## config.mk

```make
export PLATFORM = sky130hd
export DESIGN_NAME = pcm_block_rms_meter_flat
export DESIGN_NICKNAME = d
export VERILOG_FILES = /design/src/hdl/prbm_pkg.sv /design/src/hdl/prbm_if.sv /design/src/hdl/prbm_isqrt.sv /design/src/hdl/pcm_block_rms_meter.sv /design/src/flat_wrapper.sv
export SDC_FILE = /design/constraint.sdc
export NUM_CORES = 1
export LEC_CHECK = 0
export BUFFER_PORTS_ARGS = -buffer_cell sky130_fd_sc_hd__buf_2
export CORE_ASPECT_RATIO = 1.2
export CORE_UTILIZATION = 52
export DETAILED_ROUTE_END_ITERATION = 7
export PLACE_DENSITY = 0.72
export RECOVER_POWER = 50
export SYNTH_ARGS = -nofsm -noshare
export SYNTH_HDL_FRONTEND = slang
export SYNTH_SLANG_ARGS = --single-unit
```

## constraint.sdc

```tcl
create_clock -name clock -period 2.79 [get_ports clock]
set_input_delay 0.4185 -clock clock [delete_from_list [all_inputs] [get_ports clock]]
set_output_delay 0.4185 -clock clock [all_outputs]
set_load 0.005 [all_outputs]
```

## src/hdl/prbm_pkg.sv

```systemverilog
`timescale 1ns / 1ps

package prbm_pkg;

   // Field widths
   localparam int RAW_W   = 32;
   localparam int PCM_W   = 16;
   localparam int PCM_LSB = 14;
   localparam int SQ_W    = 31;        // a square of a 16-bit magnitude fits here
   localparam int RAD_W   = 32;        // square root radicand
   localparam int ROOT_W  = 16;
   localparam int REM_W   = ROOT_W + 4;

   localparam logic [ROOT_W-1:0] RMS_FULL_SCALE = 16'h8000;

   typedef enum logic [2:0] {
      ST_IDLE,
      ST_SQUARE,
      ST_DIVIDE,
      ST_ROOT,
      ST_RESULT
   } state_type;

endpackage

```

## src/hdl/prbm_if.sv

```systemverilog
`timescale 1ns / 1ps

interface prbm_req_if;
   logic                               valid;
   logic                               ready;
   logic signed [prbm_pkg::RAW_W-1:0]  raw_sample;
   logic                               last_in_block;

   modport source (output valid, raw_sample, last_in_block, input ready);
   modport sink   (input valid, raw_sample, last_in_block, output ready);
endinterface

interface prbm_rsp_if;
   logic                               valid;
   logic                               ready;
   logic signed [prbm_pkg::PCM_W-1:0]  pcm_sample;
   logic                               level_valid;
   logic        [prbm_pkg::ROOT_W-1:0] rms_level;

   modport source (output valid, pcm_sample, level_valid, rms_level, input ready);
   modport sink   (input valid, pcm_sample, level_valid, rms_level, output ready);
endinterface

```

## src/hdl/prbm_isqrt.sv

```systemverilog
`timescale 1ns / 1ps

// Floor square root, two radicand bits per cycle.
module prbm_isqrt (
   input  logic                          clock,
   input  logic                          reset,
   input  logic                          start,
   input  logic [prbm_pkg::RAD_W-1:0]    radicand,
   output logic                          done,
   output logic [prbm_pkg::ROOT_W-1:0]   root
);

   localparam int STEP_W = $clog2(prbm_pkg::ROOT_W);

   logic [prbm_pkg::RAD_W-1:0]  rad_ff, rad_in;
   logic [prbm_pkg::REM_W-1:0]  rem_ff, rem_in;
   logic [prbm_pkg::ROOT_W-1:0] root_ff, root_in;
   logic [STEP_W-1:0]           step_ff, step_in;
   logic                        busy_ff, busy_in;
   logic                        done_ff, done_in;

   logic [prbm_pkg::REM_W-1:0]  shifted;
   logic [prbm_pkg::REM_W-1:0]  trial;
   logic                        fits;

   always_comb begin
      shifted = {rem_ff[prbm_pkg::REM_W-3:0], rad_ff[prbm_pkg::RAD_W-1 -: 2]};
      trial   = prbm_pkg::REM_W'({root_ff, 2'b01});
      fits    = shifted >= trial;

      rad_in  = rad_ff;
      rem_in  = rem_ff;
      root_in = root_ff;
      step_in = step_ff;
      busy_in = busy_ff;
      done_in = 1'b0;

      if (start) begin
         rad_in  = radicand;
         rem_in  = '0;
         root_in = '0;
         step_in = '0;
         busy_in = 1'b1;
      end else if (busy_ff) begin
         rad_in  = {rad_ff[prbm_pkg::RAD_W-3:0], 2'b00};
         rem_in  = fits ? shifted - trial : shifted;
         root_in = {root_ff[prbm_pkg::ROOT_W-2:0], fits};
         step_in = step_ff + STEP_W'(1);
         if (step_ff == STEP_W'(prbm_pkg::ROOT_W - 1)) begin
            busy_in = 1'b0;
            done_in = 1'b1;
         end
      end
   end

   always_ff @(posedge clock) begin
      if (reset) begin
         busy_ff <= 1'b0;
         done_ff <= 1'b0;
         step_ff <= '0;
      end else begin
         busy_ff <= busy_in;
         done_ff <= done_in;
         step_ff <= step_in;
      end
      rad_ff  <= rad_in;
      rem_ff  <= rem_in;
      root_ff <= root_in;
   end

   assign done = done_ff;
   assign root = root_ff;

endmodule

```

## src/hdl/pcm_block_rms_meter.sv

```systemverilog
`timescale 1ns / 1ps

// Block RMS meter for a 32-bit microphone stream. Every transfer on req_bus
// yields exactly one transfer on rsp_bus: the PCM sample (raw bits 29..14)
// and, when the sample closes a block (last_in_block set, or MAX_FRAMES
// samples reached), the floor RMS level of that block in Q15 with
// level_valid set; otherwise rms_level is 0. One sample is processed at a
// time: the square is built by a shift-add multiplier, one magnitude bit per
// cycle; an ordinary sample then moves to ST_RESULT, which loads its result
// into the output register once that register is free, and req_bus.ready is
// high again in the same cycle that the result appears there. A closing
// sample adds a restoring divide of the square sum by the sample count, one
// quotient bit per cycle, and a square root at two radicand bits per cycle
// before ST_RESULT. The result sits in an output register, so the next
// sample is taken while it waits; a second result stalls only if the first
// is still not taken.
module pcm_block_rms_meter #(
   parameter int MAX_FRAMES = 256
) (
   input  logic              clock,
   input  logic              reset,
   prbm_req_if.sink          req_bus,
   prbm_rsp_if.source        rsp_bus
);

   localparam int CNT_W  = $clog2(MAX_FRAMES + 1);
   localparam int SUM_W  = prbm_pkg::SQ_W + $clog2(MAX_FRAMES);
   localparam int STEP_W = $clog2(SUM_W);
   localparam int PCM_W  = prbm_pkg::PCM_W;
   localparam int ROOT_W = prbm_pkg::ROOT_W;

   prbm_pkg::state_type state_ff, state_in;

   logic [PCM_W-1:0]  pcm_ff, pcm_in;
   logic [PCM_W-1:0]  mplier_ff, mplier_in;     // magnitude, shifted right
   logic [SUM_W-1:0]  mcand_ff, mcand_in;       // magnitude, shifted left
   logic [SUM_W-1:0]  sum_ff, sum_in;           // square sum, then quotient
   logic [CNT_W-1:0]  count_ff, count_in;
   logic [CNT_W-1:0]  rem_ff, rem_in;
   logic [STEP_W-1:0] step_ff, step_in;
   logic              close_ff, close_in;
   logic [ROOT_W-1:0] level_ff, level_in;

   logic              out_valid_ff, out_valid_in;
   logic [PCM_W-1:0]  out_pcm_ff, out_pcm_in;
   logic              out_lvl_ff, out_lvl_in;
   logic [ROOT_W-1:0] out_rms_ff, out_rms_in;

   logic [PCM_W-1:0]  pcm_raw;
   logic [PCM_W-1:0]  mag;
   logic [CNT_W-1:0]  count_next;
   logic [CNT_W:0]    div_trial;
   logic              div_fit;
   logic              out_free;

   logic                       sqrt_start;
   logic                       sqrt_done;
   logic [prbm_pkg::RAD_W-1:0] radicand;
   logic [ROOT_W-1:0]          root;

   // PCM conversion: arithmetic shift by 14 then wrap to 16 bits.
   assign pcm_raw    = req_bus.raw_sample[prbm_pkg::PCM_LSB +: PCM_W];
   assign mag        = pcm_raw[PCM_W-1] ? PCM_W'(~pcm_raw + PCM_W'(1)) : pcm_raw;
   assign count_next = count_ff + CNT_W'(1);

   // One restoring divide step.
   assign div_trial = {rem_ff, sum_ff[SUM_W-1]};
   assign div_fit   = div_trial >= {1'b0, count_ff};

   assign out_free = !out_valid_ff || rsp_bus.ready;

   // Mean fits 31 bits: it never exceeds the largest square.
   assign radicand = prbm_pkg::RAD_W'(sum_in[prbm_pkg::SQ_W-1:0]);

   always_comb begin
      state_in       = state_ff;
      pcm_in         = pcm_ff;
      mplier_in      = mplier_ff;
      mcand_in       = mcand_ff;
      sum_in         = sum_ff;
      count_in       = count_ff;
      rem_in         = rem_ff;
      step_in        = step_ff;
      close_in       = close_ff;
      level_in       = level_ff;
      out_pcm_in     = out_pcm_ff;
      out_lvl_in     = out_lvl_ff;
      out_rms_in     = out_rms_ff;
      out_valid_in   = out_valid_ff && !rsp_bus.ready;
      sqrt_start     = 1'b0;
      req_bus.ready  = 1'b0;

      unique case (state_ff)
         prbm_pkg::ST_IDLE: begin
            req_bus.ready = 1'b1;
            if (req_bus.valid) begin
               pcm_in    = pcm_raw;
               mplier_in = mag;
               mcand_in  = SUM_W'(mag);
               count_in  = count_next;
               close_in  = req_bus.last_in_block || (count_next == CNT_W'(MAX_FRAMES));
               level_in  = '0;
               step_in   = '0;
               state_in  = prbm_pkg::ST_SQUARE;
            end
         end
         prbm_pkg::ST_SQUARE: begin
            if (mplier_ff[0]) begin
               sum_in = sum_ff + mcand_ff;
            end
            mplier_in = mplier_ff >> 1;
            mcand_in  = mcand_ff << 1;
            step_in   = step_ff + STEP_W'(1);
            if (step_ff == STEP_W'(PCM_W - 1)) begin
               step_in  = '0;
               rem_in   = '0;
               state_in = close_ff ? prbm_pkg::ST_DIVIDE : prbm_pkg::ST_RESULT;
            end
         end
         prbm_pkg::ST_DIVIDE: begin
            rem_in  = div_fit ? CNT_W'(div_trial - {1'b0, count_ff}) : CNT_W'(div_trial);
            sum_in  = {sum_ff[SUM_W-2:0], div_fit};
            step_in = step_ff + STEP_W'(1);
            if (step_ff == STEP_W'(SUM_W - 1)) begin
               sqrt_start = 1'b1;
               state_in   = prbm_pkg::ST_ROOT;
            end
         end
         prbm_pkg::ST_ROOT: begin
            if (sqrt_done) begin
               level_in = root;
               sum_in   = '0;
               count_in = '0;
               state_in = prbm_pkg::ST_RESULT;
            end
         end
         prbm_pkg::ST_RESULT: begin
            if (out_free) begin
               out_valid_in = 1'b1;
               out_pcm_in   = pcm_ff;
               out_lvl_in   = close_ff;
               out_rms_in   = level_ff;
               state_in     = prbm_pkg::ST_IDLE;
            end
         end
         default: state_in = prbm_pkg::ST_IDLE;
      endcase
   end

   always_ff @(posedge clock) begin
      if (reset) begin
         state_ff     <= prbm_pkg::ST_IDLE;
         sum_ff       <= '0;
         count_ff     <= '0;
         step_ff      <= '0;
         close_ff     <= 1'b0;
         out_valid_ff <= 1'b0;
      end else begin
         state_ff     <= state_in;
         sum_ff       <= sum_in;
         count_ff     <= count_in;
         step_ff      <= step_in;
         close_ff     <= close_in;
         out_valid_ff <= out_valid_in;
      end
      pcm_ff     <= pcm_in;
      mplier_ff  <= mplier_in;
      mcand_ff   <= mcand_in;
      rem_ff     <= rem_in;
      level_ff   <= level_in;
      out_pcm_ff <= out_pcm_in;
      out_lvl_ff <= out_lvl_in;
      out_rms_ff <= out_rms_in;
   end

   prbm_isqrt u_isqrt (
      .clock    (clock),
      .reset    (reset),
      .start    (sqrt_start),
      .radicand (radicand),
      .done     (sqrt_done),
      .root     (root)
   );

   assign rsp_bus.valid       = out_valid_ff;
   assign rsp_bus.pcm_sample  = out_pcm_ff;
   assign rsp_bus.level_valid = out_lvl_ff;
   assign rsp_bus.rms_level   = out_rms_ff;

endmodule

```

## src/flat_wrapper.sv

```systemverilog
// flat-port wrapper written by rule: the top's interface ports become plain ports
module pcm_block_rms_meter_flat 
#(
   parameter int MAX_FRAMES = 256
)
  (clock, reset, req_bus_valid, req_bus_raw_sample, req_bus_last_in_block, req_bus_ready, rsp_bus_valid, rsp_bus_pcm_sample, rsp_bus_level_valid, rsp_bus_rms_level, rsp_bus_ready);
  prbm_req_if req_bus_i ();
  prbm_rsp_if rsp_bus_i ();
  input  logic clock;
  input  logic reset;
  input wire logic [$bits(req_bus_i.valid)-1:0] req_bus_valid;
  input wire logic [$bits(req_bus_i.raw_sample)-1:0] req_bus_raw_sample;
  input wire logic [$bits(req_bus_i.last_in_block)-1:0] req_bus_last_in_block;
  output wire logic [$bits(req_bus_i.ready)-1:0] req_bus_ready;
  output wire logic [$bits(rsp_bus_i.valid)-1:0] rsp_bus_valid;
  output wire logic [$bits(rsp_bus_i.pcm_sample)-1:0] rsp_bus_pcm_sample;
  output wire logic [$bits(rsp_bus_i.level_valid)-1:0] rsp_bus_level_valid;
  output wire logic [$bits(rsp_bus_i.rms_level)-1:0] rsp_bus_rms_level;
  input wire logic [$bits(rsp_bus_i.ready)-1:0] rsp_bus_ready;
  assign req_bus_i.valid = req_bus_valid;
  assign req_bus_i.raw_sample = req_bus_raw_sample;
  assign req_bus_i.last_in_block = req_bus_last_in_block;
  assign req_bus_ready = req_bus_i.ready;
  assign rsp_bus_valid = rsp_bus_i.valid;
  assign rsp_bus_pcm_sample = rsp_bus_i.pcm_sample;
  assign rsp_bus_level_valid = rsp_bus_i.level_valid;
  assign rsp_bus_rms_level = rsp_bus_i.rms_level;
  assign rsp_bus_i.ready = rsp_bus_ready;
  pcm_block_rms_meter #(.MAX_FRAMES(MAX_FRAMES)) u_core (.clock(clock), .reset(reset), .req_bus(req_bus_i), .rsp_bus(rsp_bus_i));
endmodule
```

== Word level (Yosys, flattened, before mapping) ==
Cells that the tools add are included.

* Bits in registers: 260
* Output and inout port bits: 35
* Logic and storage cells: 108

* Add/subtract/negate cells: 7
* Magnitude comparators: 2
* Eq/ne operators: 14
* Multiplexer cells: 39
* Bitwise operators: 2
* Reductions and logical operators: 22

{| class="wikitable"
|+ Operators by type and width
! kind !! count
|-
| 39-bit two-way mux || 3
|-
| 39-bit one-hot mux with 3 select lines || 1
|-
| 39-bit one-hot mux with 2 select lines || 1
|-
| 16-bit two-way mux || 4
|-
| 16-bit one-hot mux with 2 select lines || 2
|-
| 31-bit two-way mux || 2
|-
| 39-bit adder || 1
|-
| 9-bit two-way mux || 4
|-
| 9-bit one-hot mux with 2 select lines || 2
|-
| 20-bit by 18-bit greater-or-equal comparator with 1-bit output || 1
|-
| 18-bit two-way mux || 1
|-
| 3-bit two-way mux || 6
|-
| 6-bit one-hot mux with 3 select lines || 1
|-
| 18-bit subtractor || 1
|-
| 16-bit by 1-bit adder with 16-bit output, second input constant || 1
|-
| 16-bit NOT || 1
|-
| 3-bit one-hot mux with 5 select lines || 1
|-
| 6-bit two-way mux || 2
|-
| 10-bit by 9-bit greater-or-equal comparator with 1-bit output || 1
|-
| 2-bit AND reduction || 5
|-
| 9-bit by 1-bit adder with 9-bit output, second input constant || 1
|-
| 9-bit equality test, second input constant || 1
|-
| 1-bit two-way mux || 9
|-
| 9-bit subtractor || 1
|-
| other kinds (21) || 33
|}

== Depth between registers and ports, before layout ==
Gate-level depths: netlist (run 1).

* Depth in word-level cells: 5
* Mapped depth: 13
* Gate-level depth less buffers: 12

== Hierarchy ==
A second synthesis (run 1) with hierarchy kept.

* Cells, all modules: 1380
* Area, all modules: 14141.1 um^2

{| class="wikitable"
|+ Modules (own cells, without submodules)
! module !! instances !! cells an instance !! area an instance (um^2) !! sequential area each (um^2)
|-
| pcm_block_rms_meter || 1 || 1016 || 10297.4 || 5054.8
|-
| prbm_isqrt || 1 || 364 || 3843.7 || 1761.7
|}

== Worst setup path after synthesis (run 1) ==
OpenSTA, ideal clock, no wires.

* Kind: register to register
* From: register u_core.state_ff[0]
* To: register u_core.mcand_ff[0], enable pin
* Library setup time: 414 ps
* Data arrival time: 2592 ps
* Data required time: 2376 ps
* Path slack: -216 ps
* Stages on the path, launching flop included: 7
* Buffers on the path: 3
* Cell sequence: dfxtp_1 > clkbuf_1 > inv_1 > or3_1 > clkbuf_1 > clkbuf_1 > nand2_1

* Word-level cells in the longest chain between the ends: 3
* Elaborated cells between the ends (all ways): 5
* Classes of those cells: eq/ne (2); reduce/logical (3)

{| class="wikitable"
|+ Ends and longest elaborated chain
! what !! line !! source
|-
| from (decl) || pcm_block_rms_meter.sv:32 || <nowiki>prbm_pkg::state_type state_ff, state_in;</nowiki>
|-
| from (signal assigned) || pcm_block_rms_meter.sv:152 || <nowiki>state_ff <= prbm_pkg::ST_IDLE;</nowiki>
|-
| from (signal assigned) || pcm_block_rms_meter.sv:159 || <nowiki>state_ff <= state_in;</nowiki>
|-
| 3-bit by 1-bit equality test with 1-bit output / 3-bit zero test (equally long branches) || pcm_block_rms_meter.sv:93 || <nowiki>unique case (state_ff)</nowiki>
|-
| 2-bit nonzero test (no line) / 2-bit inequality test (equally long branches) || - ||
|-
| 2-bit AND reduction (no line) * || - ||
|-
| to (signal assigned) || pcm_block_rms_meter.sv:168 || <nowiki>mcand_ff <= mcand_in;</nowiki>
|-
| to (decl) || pcm_block_rms_meter.sv:36 || <nowiki>logic [SUM_W-1:0] mcand_ff, mcand_in;</nowiki>
|}

Mark *: on every way between the ends. The rest lies on a longest branch, timed or not.
A chain may end at the register's enable or synchronous reset.

== Final worst setup path (run 1) ==
* From: register u_core.mcand_ff[5]
* To: register u_core.sum_ff[35]

* Word-level cells in the longest chain between the ends: 3

{| class="wikitable"
|+ Ends and longest elaborated chain
! what !! line !! source
|-
| 39-bit adder || pcm_block_rms_meter.sv:109 || <nowiki>sum_in = sum_ff + mcand_ff;</nowiki>
|-
| 39-bit two-way mux || pcm_block_rms_meter.sv:108 || <nowiki>if (mplier_ff[0]) begin</nowiki>
|-
| 39-bit one-hot mux with 3 select lines || pcm_block_rms_meter.sv:93 ||
|-
| to (signal assigned) || pcm_block_rms_meter.sv:160 || <nowiki>sum_ff <= sum_in;</nowiki>
|-
| to (decl) || pcm_block_rms_meter.sv:37 || <nowiki>logic [SUM_W-1:0] sum_ff, sum_in;</nowiki>
|}

Every way passes these cells. The select of a mux whose other input is x is not followed.

==> results of run 1 <==
## layout make-up
cell class | count | share of cell area (%)
timing repair buffer | 183 | 7.73
multi-input combinational | 941 | 41.0
clock buffer | 34 | 4.72
inverter | 51 | 1.18
clock inverter | 15 | 0.787
tap | 330 | 2.55
sequential | 260 | 42.0
## worst paths after layout
| check | slack (ns) | startpoint | cells after the start | end |
|---|---|---|---|---|
| max | -0.09 | u_core.mcand_ff[5] | 11 | u_core.sum_ff[35] |
| min | 0.15 | req_bus_raw_sample[15] | 1 | u_core.pcm_ff[1] |
| max reg2reg | -0.09 | u_core.mcand_ff[5] | 11 | u_core.sum_ff[35] |
| min reg2reg | 0.42 | u_core.level_ff[1] | 0 | u_core.rsp_bus.rms_level[1] |
## critical path, stage by stage, from the launching register on
cell	delay, ns
edfxtp_1	0.40
ha_1	0.34
o211ai_1	0.14
a211oi_2	0.30
o21ai_4	0.14
a31oi_4	0.23
a41oi_2	0.20
o31a_1	0.37
buf_4	0.16
o41ai_4	0.24
xnor2_1	0.16
o22ai_1	0.09
## metal layers
metal	global-route usage (%)	up-vias
met3	2.65	49
li1	-	5168
met5	0	-
met2	40.2	231
met4	7.10	0
met1	27.5	5108
## report_power, final
| group | switching, mW | internal (mW) | total [mW] |
|---|---|---|---|
| clock | 1.50 | 2.12 | 3.62 |
| combinational | 1.02 | 0.889 | 1.91 |
| sequential | 0.168 | 4.33 | 4.50 |
## stage by stage
| step | worst slack (ns) | setup TNS, ns | hold WS, ns |
|---|---|---|---|
| 2_1_floorplan | 0.0285 | 0 | 0.400 |
| 5_1_grt | -0.195 | -3.12 | 0.135 |
| 3_5_place_dp | -0.293 | -3.02 | 0.405 |
| 4_1_cts | -0.0326 | -0.0744 | 0.0865 |
| 3_3_place_gp | -0.202 | -1.96 | 0.400 |
| 6_report | -0.0905 | -0.612 | 0.148 |
## logic make-up after synthesis
family	Yosys count	share of synthesized area (%)
flops	260	50.1
mux	33	2.44
compound gates	386	19.0
fa+ha+maj	72	6.75
simple gates	379	12.9
buf+inv	120	4.20
xor+xnor	71	4.58
## state kept, by name, indices dropped and copies added (netlist names)
register / flops
u_core.close_ff: 1
u_core.count_ff: 9
u_core.level_ff: 16
u_core.mcand_ff: 39
u_core.mplier_ff: 16
u_core.pcm_ff: 16
u_core.rem_ff: 9
u_core.rsp_bus.level_valid: 1
u_core.rsp_bus.pcm_sample: 16
u_core.rsp_bus.rms_level: 16
u_core.rsp_bus.valid: 1
u_core.state_ff: 3
u_core.step_ff: 6
u_core.sum_ff: 39
u_core.u_isqrt.busy_ff: 1
u_core.u_isqrt.done: 1
u_core.u_isqrt.rad_ff: 32
u_core.u_isqrt.rem_ff: 18
u_core.u_isqrt.root: 16
u_core.u_isqrt.step_ff: 4
## repair_timing
item,in CTS,in global routing
setup endpoints to repair,30,51
buffers inserted,6,15
gates resized for setup,30,53
gates cloned,0,2
pin swaps,24,37
## cells in the final DEF, fill, tap and decap left out, drive strengths merged, types with 30 or more instances in the layout
cell and instances:
edfxtp 160, nor2 145, buf 130, dfxtp 100, a21oi 94, nand2 90
clkbuf 87, o21ai 86, ha 70, inv 51, xnor2 39, o21a 38
a21o 35, xor2 32, mux2i 32, and2 30
==> impl_metrics.yaml, run 1 <==
logic_synthesis:
  synthTopCellsByArea: "edfxtp_1, dfxtp_1, ha_1"
  synth_seq_cells: 260
  avgSynthCellArea_um2: 10.3
  synthArstFlopShare_pct: 0
  synth.most_common_cell: "edfxtp_1"
  synthDistinctLibCells: 73
  yosysSeqAreaShare_pct: 50.1
  synth_cells: 1321
  syn-num-nets: 1430
  ys_top_cells_by_count: "edfxtp_1, nor2_1, dfxtp_1"
  synth_top_area_cell: "edfxtp_1"
  synth_ff_type: "edfxtp_1"
  yosys_warnings: 0
  synth_edf_count: 160
  synth_top_area_share_pct: 35.4
  syn-cell-area_um2: 13600
clock_network:
  cts_hold_buffers: 0
  path_clk_slew_ns: 0.06
  clk_latency_ns: 0.53
  cts_tree: "done"
  cts-root-buf: "clkbuf_16"
  htreeDepth: 1
  cts_sinks: 260
  cts_max_path_buffers: 3
  numCtsBuffers: 27
finish:
  multiInputGateArea_um2: 6650
  fin_area_um2: 16200
  finalNetCount: 1573
  stdcell_count: 1814
  area_delta_synth_final_pct: 19.4
  n_fill_cell: 2091
  register_area_um2: 6810
  post_route_cells_drive_above_1_share_pct: 17.3
  n_antenna_cell: 0
  fin_util_pct: 63.5
drt:
  highest_layer: "met4"
  avgViaCountPerCell: 5.82
  wire_per_inst_um: 17.3
  wl_met3_um: 1170
  route.met2.wl_um: 16200
  ant_nets: 0
  wl_um: 31500
  drc_errors: 0
  drt_iter0_markers: 868
  vias: 10600
  route.layer.met1.wl_um: 13400
  dr.pass1.iters: 7
global_routing:
  grt_max_degree: 75
  grt_pass1_wl_um: 48300
  track_usage_pct: 22.3
  grt_pass1_vias: 10100
  antenna_found_initial: 0
  grt_overflow: 0
die:
  row_count: 64
  die_area_um2: 26800
  coreArea_um2: 25500
  io_pins: 72
  die_w_um: 150
  die_h_um: 179
  floorplan.initialDensity_pct: 53.1
sta:
  worst_pin_slew_ns: 1.15
  setup_ws_ns: -0.0905
  timing.final.crit_share_pct: 103
  slew_violations: 0
  relSlewSlack_pct: 23.2
  fmax_ghz: 0.347
  hold_viol_final: 0
  rsz0062_at_grt: "true"
  fin_crit_ns: 2.88
  skew_ns: 0.0113
  setup_violations: 12
placed_design:
  placed_area_um2: 14800
  post-place-cells: 1743
  placement.io_buffers: 55
  place_hpwl_um: 21000
  gp_congestion: 0.912
worst_setup_path:
  arrival_ns: 3.28
  endpoint_kind: "register"
  crit_fanout: 3
  start_kind: "register"
  worstSetupPathType: "register to register"
  required_ns: 3.19
outcome:
  violations: "negative setup slack"
  status: "finished with violations"
power:
  p_leak_nw: 6.17
  finalPower_mw: 10.0
  power_density_nw_per_um2: 619
  irDropWorstVdd_mv: 0.355
job:
  drv_cap: 0
hold_path:
  hold_path_class: "primary input to register"
(Power assumes the default switching activity.)
==> run 2: changes to the inputs <==
PLACE_DENSITY = 0.7   (was 0.72)
clock period = 3.3 ns   (was 2.79 ns; I/O delays follow)
==> impl_metrics.yaml, run 2 (synthesis gave the netlist of run 1 again) <==
outcome:
  status: "finished with violations"
  violations: "max-capacitance violations, max-slew violations"
clock_network:
  cts_sinks: 260
  post-cts-setup-buffer-count: 0
  cts_tree: "done"
  cts_hold_buffers: 0
  cts-root-buf: "clkbuf_16"
  clk_latency_ns: 0.54
  path_clk_slew_ns: 0.06
  htreeDepth: 1
  cts_max_path_buffers: 3
  numCtsBuffers: 27
finish:
  finalNetCount: 1470
  area_delta_synth_final_pct: 10.3
  fin_util_pct: 58.6
  reg.largest.list: "u_core.mcand_ff (39), u_core.sum_ff (39), u_core.u_isqrt.rad_ff (32)"
  n_antenna_cell: 0
  n_fill_cell: 2198
  post_route_cells_drive_above_1_share_pct: 7.02
  mostFrequentLayoutCell: "edfxtp_1"
  fin_area_um2: 15000
  most-common-layout-cells: "edfxtp_1, nor2_1, dfxtp_1"
global_routing:
  antenna_found_initial: 0
  grt_max_degree: 75
  grt_pass1_wl_um: 45400
  grt_overflow: 0
  grt_pass1_vias: 9373
  track_usage_pct: 21.0
sta:
  fmax_ghz: 0.319
  worst_hold_slack_ns: 0.230
  hold_viol_final: 0
  worst_pin_slew_ns: 1.95
  relSlewSlack_pct: -29.8
  skew_ns: 0.0189
  slew_violations: 34
  fin_crit_ns: 3.14
  setup_violations: 0
  timing.final.crit_share_pct: 95.1
  tns_ns: 0
die:
  floorplan.initialDensity_pct: 53.1
  io_pins: 72
  die_w_um: 150
  coreArea_um2: 25500
  die_h_um: 179
  die_area_um2: 26800
  row_count: 64
worst_setup_path:
  timing.rr.start: "u_core.mcand_ff[14]"
  start_kind: "register"
  reg2regPathDepth: 11
  reg2reg_setup_slack_ns: 0.16
  endpoint_kind: "register"
  arrival_ns: 3.52
  r2r_end: "u_core.sum_ff[35]"
  worstSetupPathType: "register to register"
  required_ns: 3.68
  crit_fanout: 6
job:
  drv_cap: 1
drt:
  dr.pass1.iters: 8
  drc_errors: 0
  vias: 9969
  drt_iter0_markers: 664
  wire_per_inst_um: 16.4
  ant_nets: 0
  avgViaCountPerCell: 5.82
  wl_um: 28100
hold_path:
  hold_path_class: "primary input to register"
  hold_start: "req_bus_raw_sample[15]"
  holdPathEnd: "u_core.pcm_ff[1]"
  whs_path_depth: 1
placed_design:
  place_hpwl_um: 19200
  placement.io_buffers: 55
  placed_area_um2: 14100
  gp_congestion: 0.879
power:
  power_density_nw_per_um2: 551
  irDropWorstVdd_mv: 0.471
  p_leak_nw: 5.62
[run 2: cell types whose count changed in the layout (fill, tap and decap cells not counted), sizes merged]
cell,delta
clkbuf,-3
clkinv,-3
buf,-100
bufinv,+3
clkinvlp,-1
inv,+2
[run 2: worst max-delay path, stage by stage (launching register included)]
cell	delay, ns
edfxtp_1	0.39
ha_1	0.40
buf_4	0.16
nand4_1	0.12
o211ai_1	0.15
a41oi_1	0.17
a31oi_2	0.32
a41oi_2	0.20
o31a_1	0.41
o41ai_2	0.41
xnor2_1	0.16
o22ai_1	0.10
[run 2: how the worst max path moves through the flow]
| stage | endpoint | depth (start not counted) | slack, ns | from |
|---|---|---|---|---|
| finish | u_core.sum_ff[35] | 11 | 0.16 | u_core.mcand_ff[14] |
| global route | u_core.u_isqrt.rad_ff[22] | 12 | -0.002 | u_core.sum_ff[0] |
| detailed placement | u_core.sum_ff[28] | 12 | 0.11 | u_core.mcand_ff[0] |
| CTS | u_core.sum_ff[28] | 12 | 0.08 | u_core.mcand_ff[0] |
| global placement | u_core.sum_ff[28] | 12 | 0.11 | u_core.sum_ff[0] |
| floorplan | u_core.mcand_ff[0] | 6 | 0.29 | u_core.state_ff[0] |
[run 2: routing by layer]
| layer | track usage [%] | routed length, um | up-vias |
|---|---|---|---|
| li1 | - | - | 4949 |
| met1 | 26.9 | 12500 | 4782 |
| met2 | 36.2 | 13800 | 183 |
| met3 | 2.85 | 1070 | 55 |
| met4 | 7.10 | 712 | 0 |
| met5 | 0 | 0 | - |
[run 2: timing repair]
| action | CTS | global route |
|---|---|---|
| hold endpoints to repair | 0 | 0 |
| endpoints found under the setup margin | 0 | 5 |
| gates resized for setup | 0 | 3 |
[run 2: per-stage QoR]
step,instances,power (mW),setup WS [ns]
floorplan,1321,4.81,0.294
global placement,1662,5.08,0.106
detailed placement,1662,5.10,0.113
CTS,1712,8.33,0.0773
global route,1712,8.62,-0.00185
finish,1712,8.26,0.161
[run 2: cell type report]
type,count,area [um2],share of cell area [%]
clock buffers,34,733,4.89
clock inverters,16,213,1.42
inverters,51,191,1.28
multi-input cells,941,6230,41.6
flip-flops and latches,260,6810,45.4
well taps,330,413,2.76
repair buffers,80,389,2.60
[run 2: where the power goes]
| group | internal [mW] | switching (mW) |
|---|---|---|
| registers | 3.67 | 0.121 |
| clock network | 1.97 | 1.26 |
| logic | 0.507 | 0.742 |
| total | 6.14 | 2.12 |
==> run 3: changes to the inputs <==
clock period = 3.01 ns   (was 3.3 ns; I/O delays follow)
==> impl_metrics.yaml, run 3 (synthesis gave the netlist of run 1 again) <==
outcome:
  status: "completed"
sta:
  timing.final.crit_share_pct: 97.4
  slew_violations: 0
  setup_violations: 0
  fmax_ghz: 0.341
  skew_ns: 0.0123
  worst_pin_slew_ns: 1.46
  rsz0062_at_grt: "true"
  hold_viol_final: 0
  relSlewSlack_pct: 2.99
  fin_crit_ns: 2.93
hold_path:
  holdPathEnd: "u_core.pcm_ff[13]"
  whs_path_depth: 1
  hold_start: "req_bus_raw_sample[27]"
  hold_path_class: "primary input to register"
die:
  die_w_um: 150
  io_pins: 72
  coreArea_um2: 25500
  floorplan.initialDensity_pct: 53.1
  row_count: 64
  die_area_um2: 26800
  die_h_um: 179
global_routing:
  grt_use_met3_pct: 2.62
  grt_max_degree: 58
  met1_usage_pct: 27.2
  track_usage_pct: 21.8
  antenna_found_initial: 0
  grt_pass1_wl_um: 47100
  grt_overflow: 0
  grt.busiest_layer: "met2"
  grt_pass1_vias: 9821
  grtUsageMet2_pct: 39.1
clock_network:
  numCtsBuffers: 28
  cts_sinks: 260
  cts_tree: "done"
  cts_max_path_buffers: 3
  clk_latency_ns: 0.54
  cts-root-buf: "clkbuf_16"
  htreeDepth: 1
  path_clk_slew_ns: 0.06
worst_setup_path:
  crit_slowest_cell: "fa_2"
  timing.rr.start: "u_core.mcand_ff[0]"
  start_kind: "register"
  cpPeakStageDelay_ns: 0.37
  endpoint_kind: "register"
  required_ns: 3.41
  r2r_end: "u_core.sum_ff[38]"
  reg2reg_setup_slack_ns: 0.08
  crit_fanout: 4
  reg2regPathDepth: 14
  path_cells: "ha_1 -> inv_1 -> fa_2 -> nor2b_2 -> o2111ai_2 -> a21boi_2 -> o2111ai_2 -> a31oi_1 -> buf_4 -> a211oi_1 -> buf_4 -> a31oi_2 -> mux2i_1 -> a221oi_2"
  critPathTopFamily: "compound AO/OA/AOI/OAI gates"
  arrival_ns: 3.33
  critPathBufInv: 3
  worstSetupPathType: "register to register"
drt:
  wl_um: 29400
  dr.pass1.iters: 6
  drc_errors: 0
  avgViaCountPerCell: 5.78
  vias: 10100
  wire_per_inst_um: 16.8
  drt_iter0_markers: 608
  ant_nets: 0
power:
  irDropWorstVdd_mv: 0.463
  power_density_nw_per_um2: 602
  p_leak_nw: 5.83
finish:
  finalNetCount: 1508
  reg.largest.list: "u_core.mcand_ff (39), u_core.sum_ff (39), u_core.u_isqrt.rad_ff (32)"
  fin_area_um2: 15600
  post_route_cells_drive_above_1_share_pct: 11.5
  n_antenna_cell: 0
  mostFrequentLayoutCell: "edfxtp_1"
  fin_util_pct: 60.9
  area_delta_synth_final_pct: 14.7
  most-common-layout-cells: "edfxtp_1, nor2_1, dfxtp_1"
placed_design:
  gp_congestion: 0.885
  placement.io_buffers: 55
  place_hpwl_um: 20200
  placed_area_um2: 14400
job:
  drv_cap: 0
-- run 3: cell types whose count changed in the layout (fill, tap and decap cells not counted), sizes merged --
| cell | change |
|---|---|
| bufinv | -1 |
| clkinvlp | +5 |
| inv | -1 |
| clkinv | +1 |
| buf | +34 |
| clkbuf | +1 |
-- run 3: how the worst max path moves through the flow --
stage / from / slack [ns] / depth (start not counted) / to
after floorplan: u_core.state_ff[0] / 0.004 / 6 / u_core.mcand_ff[0]
after global placement: u_core.mcand_ff[0] / -0.01 / 14 / u_core.sum_ff[38]
after detailed placement: u_core.mcand_ff[0] / -0.11 / 14 / u_core.sum_ff[38]
after CTS: u_core.mcand_ff[0] / 0.004 / 14 / u_core.sum_ff[38]
after global routing: u_core.mcand_ff[0] / -0.04 / 14 / u_core.sum_ff[38]
final: u_core.mcand_ff[0] / 0.08 / 14 / u_core.sum_ff[38]
-- run 3: metal layers --
metal  up-vias  wire length, um
li1       5045                -
met1      4836            12700
met2       204            14900
met3        44             1090
met4         0              696
met5         -                0
-- run 3: cell type report --
cell class | count | area (um2)
timing repair buffer | 117 | 698
tap | 330 | 413
inverter | 51 | 191
clock inverter | 20 | 219
sequential | 260 | 6810
fill | 2133 | 9980
clock buffer | 32 | 790
multi-input combinational | 941 | 6450
-- run 3: per-stage QoR --
| stage | total power, mW | setup TNS, ns | instances | hold slack (ns) | worst slack (ns) |
|---|---|---|---|---|---|
| final | 9.38 | 0 | 1751 | 0.193 | 0.0794 |
| after global routing | 9.77 | -0.121 | 1751 | 0.175 | -0.0444 |
| after CTS | 9.36 | 0 | 1747 | 0.115 | 0.00418 |
| after detailed placement | 5.68 | -0.152 | 1695 | 0.405 | -0.106 |
| after global placement | 5.65 | -0.0226 | 1695 | 0.400 | -0.0123 |
| after floorplan | 5.28 | 0 | 1321 | 0.400 | 0.00401 |
-- run 3: report_power, final --
group          internal, mW  switching [mW]
Sequential             4.02           0.151
Clock                  2.23            1.43
Combinational         0.680           0.867
-- run 3: repair_timing --
action                     in CTS  in global routing
hold buffers                    0                  0
resized for setup               6                 32
buffers inserted                0                  4
setup endpoints to repair       8                 33
pin swaps                       1                 12
